==> src/pps_disciplined_time_mapper_defines.svh <==
// assertion macros for the time mapper rtl
`ifndef PPS_DISCIPLINED_TIME_MAPPER_DEFINES_SVH
`define PPS_DISCIPLINED_TIME_MAPPER_DEFINES_SVH

// checked property, masked while reset is asserted
`define PDTM_ASSERT(lbl, clk, rstn, prop, msg) \
	lbl: assert property (@(posedge clk) disable iff (!rstn) prop) else $error(msg);

// checked property that also holds during reset
`define PDTM_ASSERT_ALWAYS(lbl, clk, prop, msg) \
	lbl: assert property (@(posedge clk) prop) else $error(msg);

`endif

==> src/pdtm_pkg.sv <==
// types and constants for the pps disciplined time mapper
`timescale 1ns / 1ps

package pdtm_pkg;

	localparam int TICK_W = 32;
	localparam int WMS_W  = 30;
	localparam int CMD_W  = 2;
	localparam int RATE_W = 16;

	localparam logic [CMD_W-1:0] CMD_PPS = 2'd0;
	localparam logic [CMD_W-1:0] CMD_FWD = 2'd1;
	localparam logic [CMD_W-1:0] CMD_REV = 2'd2;

	localparam logic [WMS_W-1:0]  WEEK_MS       = 30'd604800000;
	localparam logic signed [WMS_W:0] WEEK_MS_S  = 31'sd604800000;
	localparam logic signed [WMS_W:0] HALF_WEEK_S = 31'sd302400000;
	localparam logic [RATE_W-1:0] NOMINAL_RESET = 16'd1000;

	// request to the serial multiply/divide unit
	typedef struct packed {
		logic              start;
		logic [TICK_W-1:0] mcand;
		logic [TICK_W-1:0] mplier;
		logic [TICK_W-1:0] divisor;
	} md_ctl_t;

	// status and result of the serial multiply/divide unit
	typedef struct packed {
		logic              idle;
		logic              done;
		logic [TICK_W-1:0] quot_lo;
		logic [WMS_W-1:0]  quot_mod;
	} md_sts_t;

endpackage

==> src/pdtm_intf.sv <==
// handshake channels for query items and result items
`timescale 1ns / 1ps

interface pdtm_in_if import pdtm_pkg::*; ();
	logic              valid;
	logic              ready;
	logic [CMD_W-1:0]  cmd;
	logic [TICK_W-1:0] tick_value;
	logic [WMS_W-1:0]  week_ms;

	modport source (output valid, output cmd, output tick_value, output week_ms, input ready);
	modport sink (input valid, input cmd, input tick_value, input week_ms, output ready);
endinterface

interface pdtm_out_if import pdtm_pkg::*; ();
	logic              valid;
	logic              ready;
	logic [TICK_W-1:0] converted_value;
	logic              disciplined;
	logic              measured_rate_used;

	modport source (output valid, output converted_value, output disciplined,
		output measured_rate_used, input ready);
	modport sink (input valid, input converted_value, input disciplined,
		input measured_rate_used, output ready);
endinterface

==> src/pdtm_muldiv.sv <==
// bit-serial unsigned multiply then restoring divide, quotient also reduced mod week
`timescale 1ns / 1ps

module pdtm_muldiv import pdtm_pkg::*; (
	input  logic    clk,
	input  logic    arst_n,
	input  md_ctl_t ctl,
	output md_sts_t sts
);

	localparam int MUL_STEPS = TICK_W;
	localparam int DIV_STEPS = 2 * TICK_W;
	localparam int CNT_W     = $clog2(DIV_STEPS);

	typedef enum logic [1:0] {PH_IDLE, PH_MUL, PH_DIV, PH_DONE} phase_t;

	phase_t            phase_q;
	logic [CNT_W-1:0]  cnt_q;
	logic [TICK_W-1:0] mcand_q;
	logic [TICK_W-1:0] div_q;
	logic [TICK_W-1:0] hi_q;
	logic [TICK_W-1:0] lo_q;
	logic [TICK_W-1:0] rem_q;
	logic [WMS_W-1:0]  qmod_q;

	logic [TICK_W:0]   mul_sum;
	logic [TICK_W:0]   rem_shift;
	logic [TICK_W:0]   rem_diff;
	logic              qbit;
	logic [WMS_W:0]    mod_shift;
	logic [WMS_W-1:0]  mod_next;

	always_comb begin
		mul_sum   = {1'b0, hi_q} + (lo_q[0] ? {1'b0, mcand_q} : '0);
		rem_shift = {rem_q, hi_q[TICK_W-1]};
		rem_diff  = rem_shift - {1'b0, div_q};
		qbit      = (rem_shift >= {1'b0, div_q});
		// running residue of the quotient prefix, msb first
		mod_shift = {qmod_q, qbit};
		mod_next  = (mod_shift >= {1'b0, WEEK_MS}) ? WMS_W'(mod_shift - {1'b0, WEEK_MS})
			: mod_shift[WMS_W-1:0];
	end

	always_ff @(posedge clk or negedge arst_n) begin
		if (!arst_n) begin
			phase_q <= PH_IDLE;
			cnt_q   <= '0;
		end else begin
			unique case (phase_q)
				PH_IDLE: begin
					if (ctl.start) begin
						mcand_q <= ctl.mcand;
						div_q   <= ctl.divisor;
						hi_q    <= '0;
						lo_q    <= ctl.mplier;
						cnt_q   <= '0;
						phase_q <= PH_MUL;
					end
				end
				PH_MUL: begin
					hi_q <= mul_sum[TICK_W:1];
					lo_q <= {mul_sum[0], lo_q[TICK_W-1:1]};
					if (cnt_q == CNT_W'(MUL_STEPS - 1)) begin
						cnt_q   <= '0;
						rem_q   <= '0;
						qmod_q  <= '0;
						phase_q <= PH_DIV;
					end else begin
						cnt_q <= cnt_q + 1'b1;
					end
				end
				PH_DIV: begin
					// dividend shifts out of the top, quotient bits enter at the bottom
					rem_q  <= qbit ? rem_diff[TICK_W-1:0] : rem_shift[TICK_W-1:0];
					hi_q   <= {hi_q[TICK_W-2:0], lo_q[TICK_W-1]};
					lo_q   <= {lo_q[TICK_W-2:0], qbit};
					qmod_q <= mod_next;
					if (cnt_q == CNT_W'(DIV_STEPS - 1)) begin
						cnt_q   <= '0;
						phase_q <= PH_DONE;
					end else begin
						cnt_q <= cnt_q + 1'b1;
					end
				end
				PH_DONE: begin
					phase_q <= PH_IDLE;
				end
			endcase
		end
	end

	assign sts.idle     = (phase_q == PH_IDLE);
	assign sts.done     = (phase_q == PH_DONE);
	assign sts.quot_lo  = lo_q;
	assign sts.quot_mod = qmod_q;

endmodule

==> src/pps_disciplined_time_mapper.sv <==
// pps disciplined time mapper: observation store, query control and result register
// a pps item gives no result and leaves the input open for the next item
// a disciplined query gives its result once finish finds the result register free, the input reopens with it
// so no new item is taken while a query runs; the bit-serial multiply and divide dominate
// an undisciplined query skips the prep and run states and gives a zero result
// reset clears both valid bits, sets the nominal rate to 1000 and empties the result register
`timescale 1ns / 1ps
`include "pps_disciplined_time_mapper_defines.svh"

module pps_disciplined_time_mapper import pdtm_pkg::*; (
	input  logic              clk,
	input  logic              arst_n,
	input  logic              cfg_wr_en,
	input  logic [RATE_W-1:0] cfg_wr_data,
	pdtm_in_if.sink           in_ch,
	pdtm_out_if.source        out_ch
);

	typedef enum logic [2:0] {ST_IDLE, ST_DIFF, ST_PREP, ST_RUN, ST_FINISH} state_t;

	// shortest signed distance a - b across the week boundary
	function automatic logic signed [WMS_W:0] week_diff(input logic [WMS_W-1:0] a,
		input logic [WMS_W-1:0] b);
		logic signed [WMS_W:0] d;
		d = $signed({1'b0, a}) - $signed({1'b0, b});
		if (d < -HALF_WEEK_S)
			d = d + WEEK_MS_S;
		else if (d > HALF_WEEK_S)
			d = d - WEEK_MS_S;
		return d;
	endfunction

	state_t                 state_q;
	logic [RATE_W-1:0]      nominal_q;

	logic [TICK_W-1:0]      newer_tick_q;
	logic [WMS_W-1:0]       newer_wms_q;
	logic                   newer_valid_q;
	logic [TICK_W-1:0]      older_tick_q;
	logic [WMS_W-1:0]       older_wms_q;
	logic                   older_valid_q;

	logic                   fwd_q;
	logic [TICK_W-1:0]      tick_q;
	logic [WMS_W-1:0]       wms_q;
	logic [TICK_W-1:0]      obs_ticks_q;
	logic signed [WMS_W:0]  obs_ms_q;
	logic [TICK_W-1:0]      delta_q;
	logic                   meas_q;
	logic                   neg_q;
	logic [WMS_W-1:0]       base_q;

	logic                   out_valid_q;
	logic [TICK_W-1:0]      out_value_q;
	logic                   out_disc_q;
	logic                   out_meas_q;

	md_ctl_t                md_ctl;
	md_sts_t                md_sts;

	logic                   meas_now;
	logic [TICK_W-1:0]      mag_delta;
	logic [TICK_W-1:0]      mag_obs_ms;
	logic [TICK_W-1:0]      rate;
	logic signed [WMS_W:0]  dm_now;
	logic [WMS_W:0]         fwd_sum;
	logic [WMS_W:0]         fwd_dif;
	logic [WMS_W-1:0]       fwd_value;
	logic [TICK_W-1:0]      rev_step;
	logic [TICK_W-1:0]      result_value;
	logic                   out_free;

	always_comb begin
		rate       = {{(TICK_W-RATE_W){1'b0}}, (nominal_q == '0) ? RATE_W'(1) : nominal_q};
		mag_delta  = delta_q[TICK_W-1] ? -delta_q : delta_q;
		mag_obs_ms = {1'b0, (obs_ms_q[WMS_W] ? WMS_W'(-obs_ms_q) : WMS_W'(obs_ms_q)),
			{(TICK_W-WMS_W-1){1'b0}}} >> (TICK_W - WMS_W - 1);
		// measured rate needs a positive tick span, and for reverse a nonzero week span
		meas_now   = older_valid_q && !obs_ticks_q[TICK_W-1] && (obs_ticks_q != '0)
			&& (fwd_q || (obs_ms_q != '0));
		dm_now     = week_diff(wms_q, newer_wms_q);

		md_ctl.start  = (state_q == ST_PREP);
		md_ctl.mcand  = mag_delta;
		if (fwd_q) begin
			md_ctl.mplier  = meas_now ? mag_obs_ms : TICK_W'(1);
			md_ctl.divisor = meas_now ? obs_ticks_q : rate;
		end else begin
			md_ctl.mplier  = meas_now ? obs_ticks_q : rate;
			md_ctl.divisor = meas_now ? mag_obs_ms : TICK_W'(1);
		end

		// forward: base plus or minus the quotient residue, folded back into the week
		fwd_sum   = {1'b0, base_q} + {1'b0, md_sts.quot_mod};
		fwd_dif   = {1'b0, base_q} - {1'b0, md_sts.quot_mod};
		if (neg_q)
			fwd_value = fwd_dif[WMS_W] ? WMS_W'(fwd_dif + {1'b0, WEEK_MS}) : fwd_dif[WMS_W-1:0];
		else
			fwd_value = (fwd_sum >= {1'b0, WEEK_MS}) ? WMS_W'(fwd_sum - {1'b0, WEEK_MS})
				: fwd_sum[WMS_W-1:0];
		rev_step  = neg_q ? -md_sts.quot_lo : md_sts.quot_lo;

		if (!newer_valid_q)
			result_value = '0;
		else if (fwd_q)
			result_value = {{(TICK_W-WMS_W){1'b0}}, fwd_value};
		else
			result_value = newer_tick_q + rev_step;

		out_free = !out_valid_q || out_ch.ready;
	end

	pdtm_muldiv u_muldiv (
		.clk    (clk),
		.arst_n (arst_n),
		.ctl    (md_ctl),
		.sts    (md_sts)
	);

	always_ff @(posedge clk or negedge arst_n) begin
		if (!arst_n) begin
			nominal_q <= NOMINAL_RESET;
		end else if (cfg_wr_en) begin
			nominal_q <= cfg_wr_data;
		end
	end

	always_ff @(posedge clk or negedge arst_n) begin
		if (!arst_n) begin
			state_q       <= ST_IDLE;
			newer_tick_q  <= '0;
			newer_wms_q   <= '0;
			newer_valid_q <= 1'b0;
			older_tick_q  <= '0;
			older_wms_q   <= '0;
			older_valid_q <= 1'b0;
			out_valid_q   <= 1'b0;
		end else begin
			// the finish state owns the result register while it is loading
			if (out_ch.ready && state_q != ST_FINISH)
				out_valid_q <= 1'b0;
			unique case (state_q)
				ST_IDLE: begin
					if (in_ch.valid) begin
						unique case (in_ch.cmd) inside
							CMD_PPS: begin
								if (newer_valid_q) begin
									older_tick_q  <= newer_tick_q;
									older_wms_q   <= newer_wms_q;
									older_valid_q <= 1'b1;
								end
								newer_tick_q  <= in_ch.tick_value;
								newer_wms_q   <= in_ch.week_ms;
								newer_valid_q <= 1'b1;
							end
							CMD_FWD, CMD_REV: begin
								fwd_q   <= (in_ch.cmd == CMD_FWD);
								tick_q  <= in_ch.tick_value;
								wms_q   <= in_ch.week_ms;
								state_q <= ST_DIFF;
							end
							default: begin
							end
						endcase
					end
				end
				ST_DIFF: begin
					obs_ticks_q <= newer_tick_q - older_tick_q;
					obs_ms_q    <= week_diff(newer_wms_q, older_wms_q);
					delta_q     <= fwd_q ? (tick_q - newer_tick_q)
						: {{(TICK_W-WMS_W-1){dm_now[WMS_W]}}, dm_now};
					state_q     <= newer_valid_q ? ST_PREP : ST_FINISH;
				end
				ST_PREP: begin
					meas_q  <= meas_now;
					neg_q   <= delta_q[TICK_W-1] ^ (meas_now & obs_ms_q[WMS_W]);
					base_q  <= (newer_wms_q >= WEEK_MS) ? (newer_wms_q - WEEK_MS) : newer_wms_q;
					state_q <= ST_RUN;
				end
				ST_RUN: begin
					if (md_sts.done)
						state_q <= ST_FINISH;
				end
				ST_FINISH: begin
					if (out_free) begin
						out_valid_q <= 1'b1;
						out_value_q <= result_value;
						out_disc_q  <= newer_valid_q;
						out_meas_q  <= newer_valid_q && meas_q;
						state_q     <= ST_IDLE;
					end
				end
			endcase
		end
	end

	assign in_ch.ready               = (state_q == ST_IDLE);
	assign out_ch.valid              = out_valid_q;
	assign out_ch.converted_value    = out_value_q;
	assign out_ch.disciplined        = out_disc_q;
	assign out_ch.measured_rate_used = out_meas_q;

	`PDTM_ASSERT(a_query_closes_input, clk, arst_n,
		(in_ch.valid && in_ch.ready && (in_ch.cmd == CMD_FWD || in_ch.cmd == CMD_REV))
		|=> !in_ch.ready, "query item taken but input stays open")
	`PDTM_ASSERT(a_pps_marks_valid, clk, arst_n,
		(in_ch.valid && in_ch.ready && in_ch.cmd == CMD_PPS) |=> newer_valid_q,
		"pps item taken but newer observation not valid")
	`PDTM_ASSERT(a_start_when_unit_idle, clk, arst_n, md_ctl.start |-> md_sts.idle,
		"multiply/divide started while busy")
	`PDTM_ASSERT(a_measured_needs_pair, clk, arst_n,
		(out_ch.valid && out_ch.measured_rate_used) |-> (older_valid_q && out_ch.disciplined),
		"measured rate reported without two observations")
	`PDTM_ASSERT_ALWAYS(a_reset_quiet, clk,
		!arst_n |-> (!out_ch.valid && !md_ctl.start), "activity during reset")

endmodule
==> src/flat_wrapper.sv <==
// flat-port wrapper written by rule: the top's interface ports become plain ports
module pps_disciplined_time_mapper_flat import pdtm_pkg::*;
  (clk, arst_n, cfg_wr_en, cfg_wr_data, in_ch_valid, in_ch_cmd, in_ch_tick_value, in_ch_week_ms, in_ch_ready, out_ch_valid, out_ch_converted_value, out_ch_disciplined, out_ch_measured_rate_used, out_ch_ready);
  pdtm_in_if in_ch_i ();
  pdtm_out_if out_ch_i ();
  input  logic clk;
  input  logic arst_n;
  input  logic cfg_wr_en;
  input  logic [RATE_W-1:0] cfg_wr_data;
  input wire logic [$bits(in_ch_i.valid)-1:0] in_ch_valid;
  input wire logic [$bits(in_ch_i.cmd)-1:0] in_ch_cmd;
  input wire logic [$bits(in_ch_i.tick_value)-1:0] in_ch_tick_value;
  input wire logic [$bits(in_ch_i.week_ms)-1:0] in_ch_week_ms;
  output wire logic [$bits(in_ch_i.ready)-1:0] in_ch_ready;
  output wire logic [$bits(out_ch_i.valid)-1:0] out_ch_valid;
  output wire logic [$bits(out_ch_i.converted_value)-1:0] out_ch_converted_value;
  output wire logic [$bits(out_ch_i.disciplined)-1:0] out_ch_disciplined;
  output wire logic [$bits(out_ch_i.measured_rate_used)-1:0] out_ch_measured_rate_used;
  input wire logic [$bits(out_ch_i.ready)-1:0] out_ch_ready;
  assign in_ch_i.valid = in_ch_valid;
  assign in_ch_i.cmd = in_ch_cmd;
  assign in_ch_i.tick_value = in_ch_tick_value;
  assign in_ch_i.week_ms = in_ch_week_ms;
  assign in_ch_ready = in_ch_i.ready;
  assign out_ch_valid = out_ch_i.valid;
  assign out_ch_converted_value = out_ch_i.converted_value;
  assign out_ch_disciplined = out_ch_i.disciplined;
  assign out_ch_measured_rate_used = out_ch_i.measured_rate_used;
  assign out_ch_i.ready = out_ch_ready;
  pps_disciplined_time_mapper u_core (.clk(clk), .arst_n(arst_n), .cfg_wr_en(cfg_wr_en), .cfg_wr_data(cfg_wr_data), .in_ch(in_ch_i), .out_ch(out_ch_i));
endmodule
==> config.mk <==
export PLATFORM = sky130hd
export DESIGN_NAME = pps_disciplined_time_mapper_flat
export DESIGN_NICKNAME = d
export VERILOG_FILES = /design/src/pdtm_pkg.sv /design/src/pdtm_intf.sv /design/src/pdtm_muldiv.sv /design/src/pps_disciplined_time_mapper.sv /design/src/flat_wrapper.sv
export VERILOG_INCLUDE_DIRS = /design/src /design/src/src
export SDC_FILE = /design/constraint.sdc
export NUM_CORES = 2
export LEC_CHECK = 0
export CAP_MARGIN = 0
export CORE_AREA = 5 5 332 334
export CTS_CLUSTER_DIAMETER = 30
export DETAILED_ROUTE_END_ITERATION = 16
export DIE_AREA = 0 0 337 339
export DONT_BUFFER_PORTS = 1
export PLACE_DENSITY = 0.51
export SLEW_MARGIN = 20
export SYNTH_ARGS = -nofsm -noshare
export SYNTH_HDL_FRONTEND = slang
export SYNTH_SLANG_ARGS = --single-unit
==> constraint.sdc <==
create_clock -name clk -period 14.9 [get_ports clk]
set_input_delay 0.745 -clock clk [delete_from_list [all_inputs] [get_ports clk]]
set_output_delay 0.745 -clock clk [all_outputs]
set_load 0.03 [all_outputs]
Yosys cells after proc, flatten, opt, wreduce, memory -nomap -nowiden
Cells that the tools add are included.
{ "totals": {"n_memories": 0, "input_bits": 85, "mem_bits_rw": 0, "ff_bits": 568, "rom_bits": 0, "latchBits": 0} }
{ "classes": {"shifts": 0, "eq_ne": 19, "n_reduce_logical": 31, "mux": 45, "n_lt_le_gt_ge": 8, "n_mul": 0, "add_sub_neg": 21, "bitwise_logic": 3, "n_div": 0} }
{ "op_table": {"columns": ["op", "n"], "rows": [
  ["$mux 30", 9],
  ["$mux 32", 8],
  ["$pmux 32 s3", 2],
  ["$mux 31", 5],
  ["$sub 32x32->32", 3],
  ["$sub 30x30->31", 3],
  ["$sub 30x30->30 const B", 3],
  ["$mux 64", 1],
  ["$neg 32->32", 2],
  ["$pmux 32 s2", 1],
  ["$add 31x31->31 const B", 2],
  ["$ge 31x30->1 const B", 2],
  ["$gt 31x30->1 const B", 2],
  ["$lt 31x30->1 const B", 2],
  ["$sub 31x31->31 const B", 2],
  ["$pmux 30 s2", 1],
  ["$add 32x33->33", 1],
  ["$ge 33x32->1", 1],
  ["$add 32x32->32", 1],
  ["$reduce_bool 32->1", 1],
  ["$add 30x30->31", 1],
  ["$reduce_bool 31->1", 1],
  ["$add 30x30->30 const B", 1],
  ["$ge 30x30->1 const B", 1],
  ["other kinds (35)", 71]
]} }

Longest topological paths before layout
{ "depth": {"word_depth": 8, "depth_mapped": 25, "ltp_nobuf": 22} }

Modules after synthesis
A second synthesis with hierarchy kept.
{ "hier_totals": {"hier_cells": 4936, "area_unflattened_um2": 43860.8} }
{ "modules_own_cells": {"columns": ["mod", "seq_area_each_um2", "instances", "cells_per_inst", "area_per_inst_um2"], "rows": [
  ["pps_disciplined_time_mapper", 10387.5, 1, 3759, 31780.5],
  ["pdtm_muldiv", 5905.7, 1, 1177, 12080.3]
]} }

Worst setup path after synthesis
No wires, ideal clock.
{ "synth_timing": {"path_type": "in2reg", "from": "input port arst_n", "to": "register u_core.delta_q[0], enable pin", "required_ns": 14.084, "setup_ns": 0.816, "cell_stages": 1, "setup_slack_ns": 3.768, "arrival_ns": 10.316, "n_path_buf": 0, "cell_sequence": "nor4b_1"} }
{ "synth_via": {"elab_chain_len": 1} }
{ "synth_lines": {"columns": ["element", "line_no", "text"], "rows": [
  ["start, declared", "flat_wrapper.sv:7", "input logic arst_n;"],
  ["$reduce_and 2->1 (no source line)", null, null],
  ["end signal, assigned", "pps_disciplined_time_mapper.sv:170", "delta_q <= fwd_q ? (tick_q - newer_tick_q)"],
  ["end, declared", "pps_disciplined_time_mapper.sv:48", "logic [TICK_W-1:0] delta_q;"]
]} }
Every way passes these cells.
A chain may end at the register's enable or synchronous reset.

Final worst setup path
{ "layout_timing": {"from": "register u_core.u_muldiv.lo_q[1]", "to": "register u_core.out_value_q[29] (netlist: u_core.out_ch.converted_value[29]) (data pin)"} }
{ "layout_via": {"elab_chain_len": 4} }
{ "layout_lines": {"columns": ["element", "line_no", "text"], "rows": [
  ["start, declared", "pdtm_muldiv.sv:22", "logic [TICK_W-1:0] lo_q;"],
  ["start signal, assigned", "pdtm_muldiv.sv:55", "lo_q <= ctl.mplier;"],
  ["start signal, assigned", "pdtm_muldiv.sv:62", "lo_q <= {mul_sum[0], lo_q[TICK_W-1:1]};"],
  ["start signal, assigned", "pdtm_muldiv.sv:76", "lo_q <= {lo_q[TICK_W-2:0], qbit};"],
  ["$neg 32->32", "pps_disciplined_time_mapper.sv:101", "rev_step = neg_q ? -md_sts.quot_lo : md_sts.quot_lo;"],
  ["$mux 32 *", "pps_disciplined_time_mapper.sv:101", null],
  ["$add 32x32->32 *", "pps_disciplined_time_mapper.sv:108", "result_value = newer_tick_q + rev_step;"],
  ["$mux 30 *", "pps_disciplined_time_mapper.sv:105", "else if (fwd_q)"],
  ["end signal, assigned", "pps_disciplined_time_mapper.sv:187", "out_value_q <= result_value;"],
  ["end, declared", "pps_disciplined_time_mapper.sv:54", "logic [TICK_W-1:0] out_value_q;"]
]} }
Mark *: on every way between the ends. The rest lies on a longest branch, timed or not.

==> results_dict.tcl <==
set metrics [dict create \
    outcome "finished clean" \
    vias_per_cell 5.695 \
    cts_tree "built" \
    maxSlewViolCount 0 \
    period_minus_slack_ps 5910 \
    cts-resized-gates 0 \
    start_util 0.3986 \
    synth_edf_count 414 \
    fin_skew_ps 25.99 \
    syn_inst 4697 \
    cts_buffers 156 \
    rows 120 \
    hpwl_um 104400 \
    nNetsFinal 5091 \
    num_io_pins 121 \
    layout.cells.non_filler 6239 \
    syn_avg_cell_area_um2 9.046 \
    seq_area_frac_synth 0.3835 \
    synth_flop_cell "edfxtp_1" \
    grt_usage 0.2341 \
    clk_pin_slew_ps 50 \
    worst_setup_path_start_kind "register" \
    grt_pass1_wl_um 207800 \
    synth.distinct_cells 103 \
    maxCapViolations 0 \
    setup_violations 0 \
    end_kind "register" \
    max_slew_margin 0.2815 \
    wl_um 136800 \
    synth-seq-cells 568 \
    firstDrtPassIters 5 \
    die_w_um 337 \
    routed-via-count 35530 \
    cts-root-buf "clkbuf_16" \
    setup-tns-final_ps 0 \
    cp.arrival_ps 6380 \
    hp-class "input pin to async pin" \
    clk_latency_ps 740 \
    period_share 0.3967 \
    synth_top_area_share 0.2926 \
    drc 0 \
    cp_max_fo 7 \
    worst_ep_required_time_ps 15370 \
    finalHoldViolCount 0 \
    place_inst 5939 \
    grt_max_degree 155 \
    synth_area_leaders "edfxtp_1, ha_1, dfrtp_1, xnor2_1, o21ai_0" \
    gp_congestion 0.8939 \
    htreeDepth 4 \
    tightest_slew_ps 1071 \
    r2r_slack_ps 8990 \
    synth_largest_area_cell "edfxtp_1" \
    first_iter_violations 2947 \
    synth_area_um2 42490 \
    grt_pass1_vias 33917 \
    synth_most_common_cell "nand2_1" \
    clock-sinks 568 \
    rsz0062_at_grt "false" \
    cts_buffer_depth 3 \
    core_area_um2 106600 \
    worstSetupPathType "register to register" \
    yosys_warnings 0 \
    area_growth_pct 15.90 \
    io_buffers 0 \
    fin_ws_ps 8990 \
    fmax_mhz 169.2 \
    grt.overflow.total 0 \
    drtAntennaViolNets 0 \
    antenna_found_initial 13 \
    dieArea_um2 114200 \
    drive_gt1_frac 0.08389 \
    wire_per_inst_um 21.92 \
    synth_common_cells "nand2_1, edfxtp_1, nor2_1" \
    async_flop_share 0.2711 \
    dpl_worst_slack_ps 9095 \
    synthesis.nets 5092 \
    die_h_um 339 \
]
-- final cells by class --
class / instances / area (µm²)
antenna: 8 / 20.02
clock buffer: 190 / 4177
clock inverter: 100 / 1237
fill: 10399 / 57360
inverter: 308 / 1161
multi-input combinational: 3630 / 24320
sequential: 568 / 16290
tap: 1403 / 1755
timing repair buffer: 32 / 280.3
-- logic make-up (layout without fill, tap and decap cells) --
kind of cell / count (synthesis) / in the layout / synth area share
and+or+nand+nor: 1494 / 1494 / 0.1709
AOI/OAI and AO/OA: 1368 / 1368 / 0.2098
DFF: 568 / 568 / 0.3835
buffers and inverters: 499 / 630 / 0.04556
xor gates and xnor gates: 396 / 396 / 0.08216
adders and majority gates: 310 / 310 / 0.09288
muxes: 61 / 61 / 0.01517
other: 1 / 9 / 0.00008826
-- what timing repair did --
action | in CTS | in global routing
setup buffers | 0 | 0
hold endpoints to repair | 154 | 0
hold buffers | 1 | 0
-- layer usage --
layer / up-vias / track usage / share of wire
met5: - / 0 / 0.00091
met4: 16 / 0.06889 / 0.026
met3: 200 / 0.04928 / 0.061
met2: 936 / 0.3779 / 0.46
met1: 17128 / 0.3172 / 0.45
li1: 17250 / - / -
-- worst max-delay path, stage by stage (launching register included) --
cell and delay, ps:
edfxtp_1 460, inv_1 110, ha_1 160, nand2_1 60
or3_1 320, or2_2 310, or3_1 420, or4_1 570
o41ai_1 360, xnor2_1 110, ha_1 380, and4_1 290
nand2_1 70, a2111oi_0 560, o22ai_1 280, o21ai_0 340
a31oi_1 180, xnor2_1 300, nor2_1 60, o21ai_0 200
o211ai_1 110
-- state kept, by name, summed over array words and instances, names as in the netlist, 2 cells and up --
register	count
u_core.base_q	30
u_core.delta_q	32
u_core.newer_tick_q	32
u_core.newer_wms_q	30
u_core.nominal_q	16
u_core.obs_ms_q	31
u_core.obs_ticks_q	32
u_core.older_tick_q	32
u_core.older_wms_q	30
u_core.out_ch.converted_value	32
u_core.state_q	3
u_core.tick_q	32
u_core.u_muldiv.cnt_q	6
u_core.u_muldiv.div_q	32
u_core.u_muldiv.hi_q	32
u_core.u_muldiv.lo_q	32
u_core.u_muldiv.mcand_q	32
u_core.u_muldiv.phase_q	2
u_core.u_muldiv.qmod_q	30
u_core.u_muldiv.rem_q	32
u_core.wms_q	30
-- cell usage in the layout (no fill, tap or decap), types with 53 or more instances in the layout --
cell type    n
nor3_1     103
and2_1      64
o21ai_0    348
clkbuf_16  160
nand2b_1    53
edfxtp_1   414
nor2_1     392
nand2_1    434
dfrtp_1    148
xor2_1     120
xnor2_1    273
o21a_1      54
nor2b_1     55
o31ai_1     56
nand3_1     94
a21o_1     114
ha_1       299
a21oi_1    300
inv_1      300
a211oi_1    54
-- final timing paths --
kind / startpoint / end / cells past startpoint
worst max-delay path: u_core.u_muldiv.lo_q[1]$_DFFE_PP_ / u_core.out_ch.converted_value[29]$_SDFFCE_PN0P_ / 20
worst min-delay path: arst_n / u_core.older_tick_q[0]$_DFFE_PN0P_ / 1
worst max register to register: u_core.u_muldiv.lo_q[1]$_DFFE_PP_ / u_core.out_ch.converted_value[29]$_SDFFCE_PN0P_ / 20
worst min register to register: u_core.older_valid_q$_DFFE_PN0P_ / u_core.older_valid_q$_DFFE_PN0P_ / 1
max in group asynchronous: arst_n / u_core.newer_wms_q[13]$_DFFE_PN0P_ / 1
min in group clk: in_ch_week_ms[7] / u_core.wms_q[7]$_DFFE_PP_ / 0
-- through the flow --
step | hold slack [ps] | instance area (µm²) | util
after floorplan | 425.8 | 42490 | -
after global placement | 455.2 | 43760 | 0.4105
after detailed placement | 456.8 | 43760 | 0.4105
after CTS | 33.20 | 49200 | 0.4615
after global routing | 63.93 | 49230 | 0.4618
final | 17.64 | 49250 | 0.4620
Power is left out: the tool's default activity adds up to more than one toggle a clock period on the data nets, which glitch-free logic cannot reach.
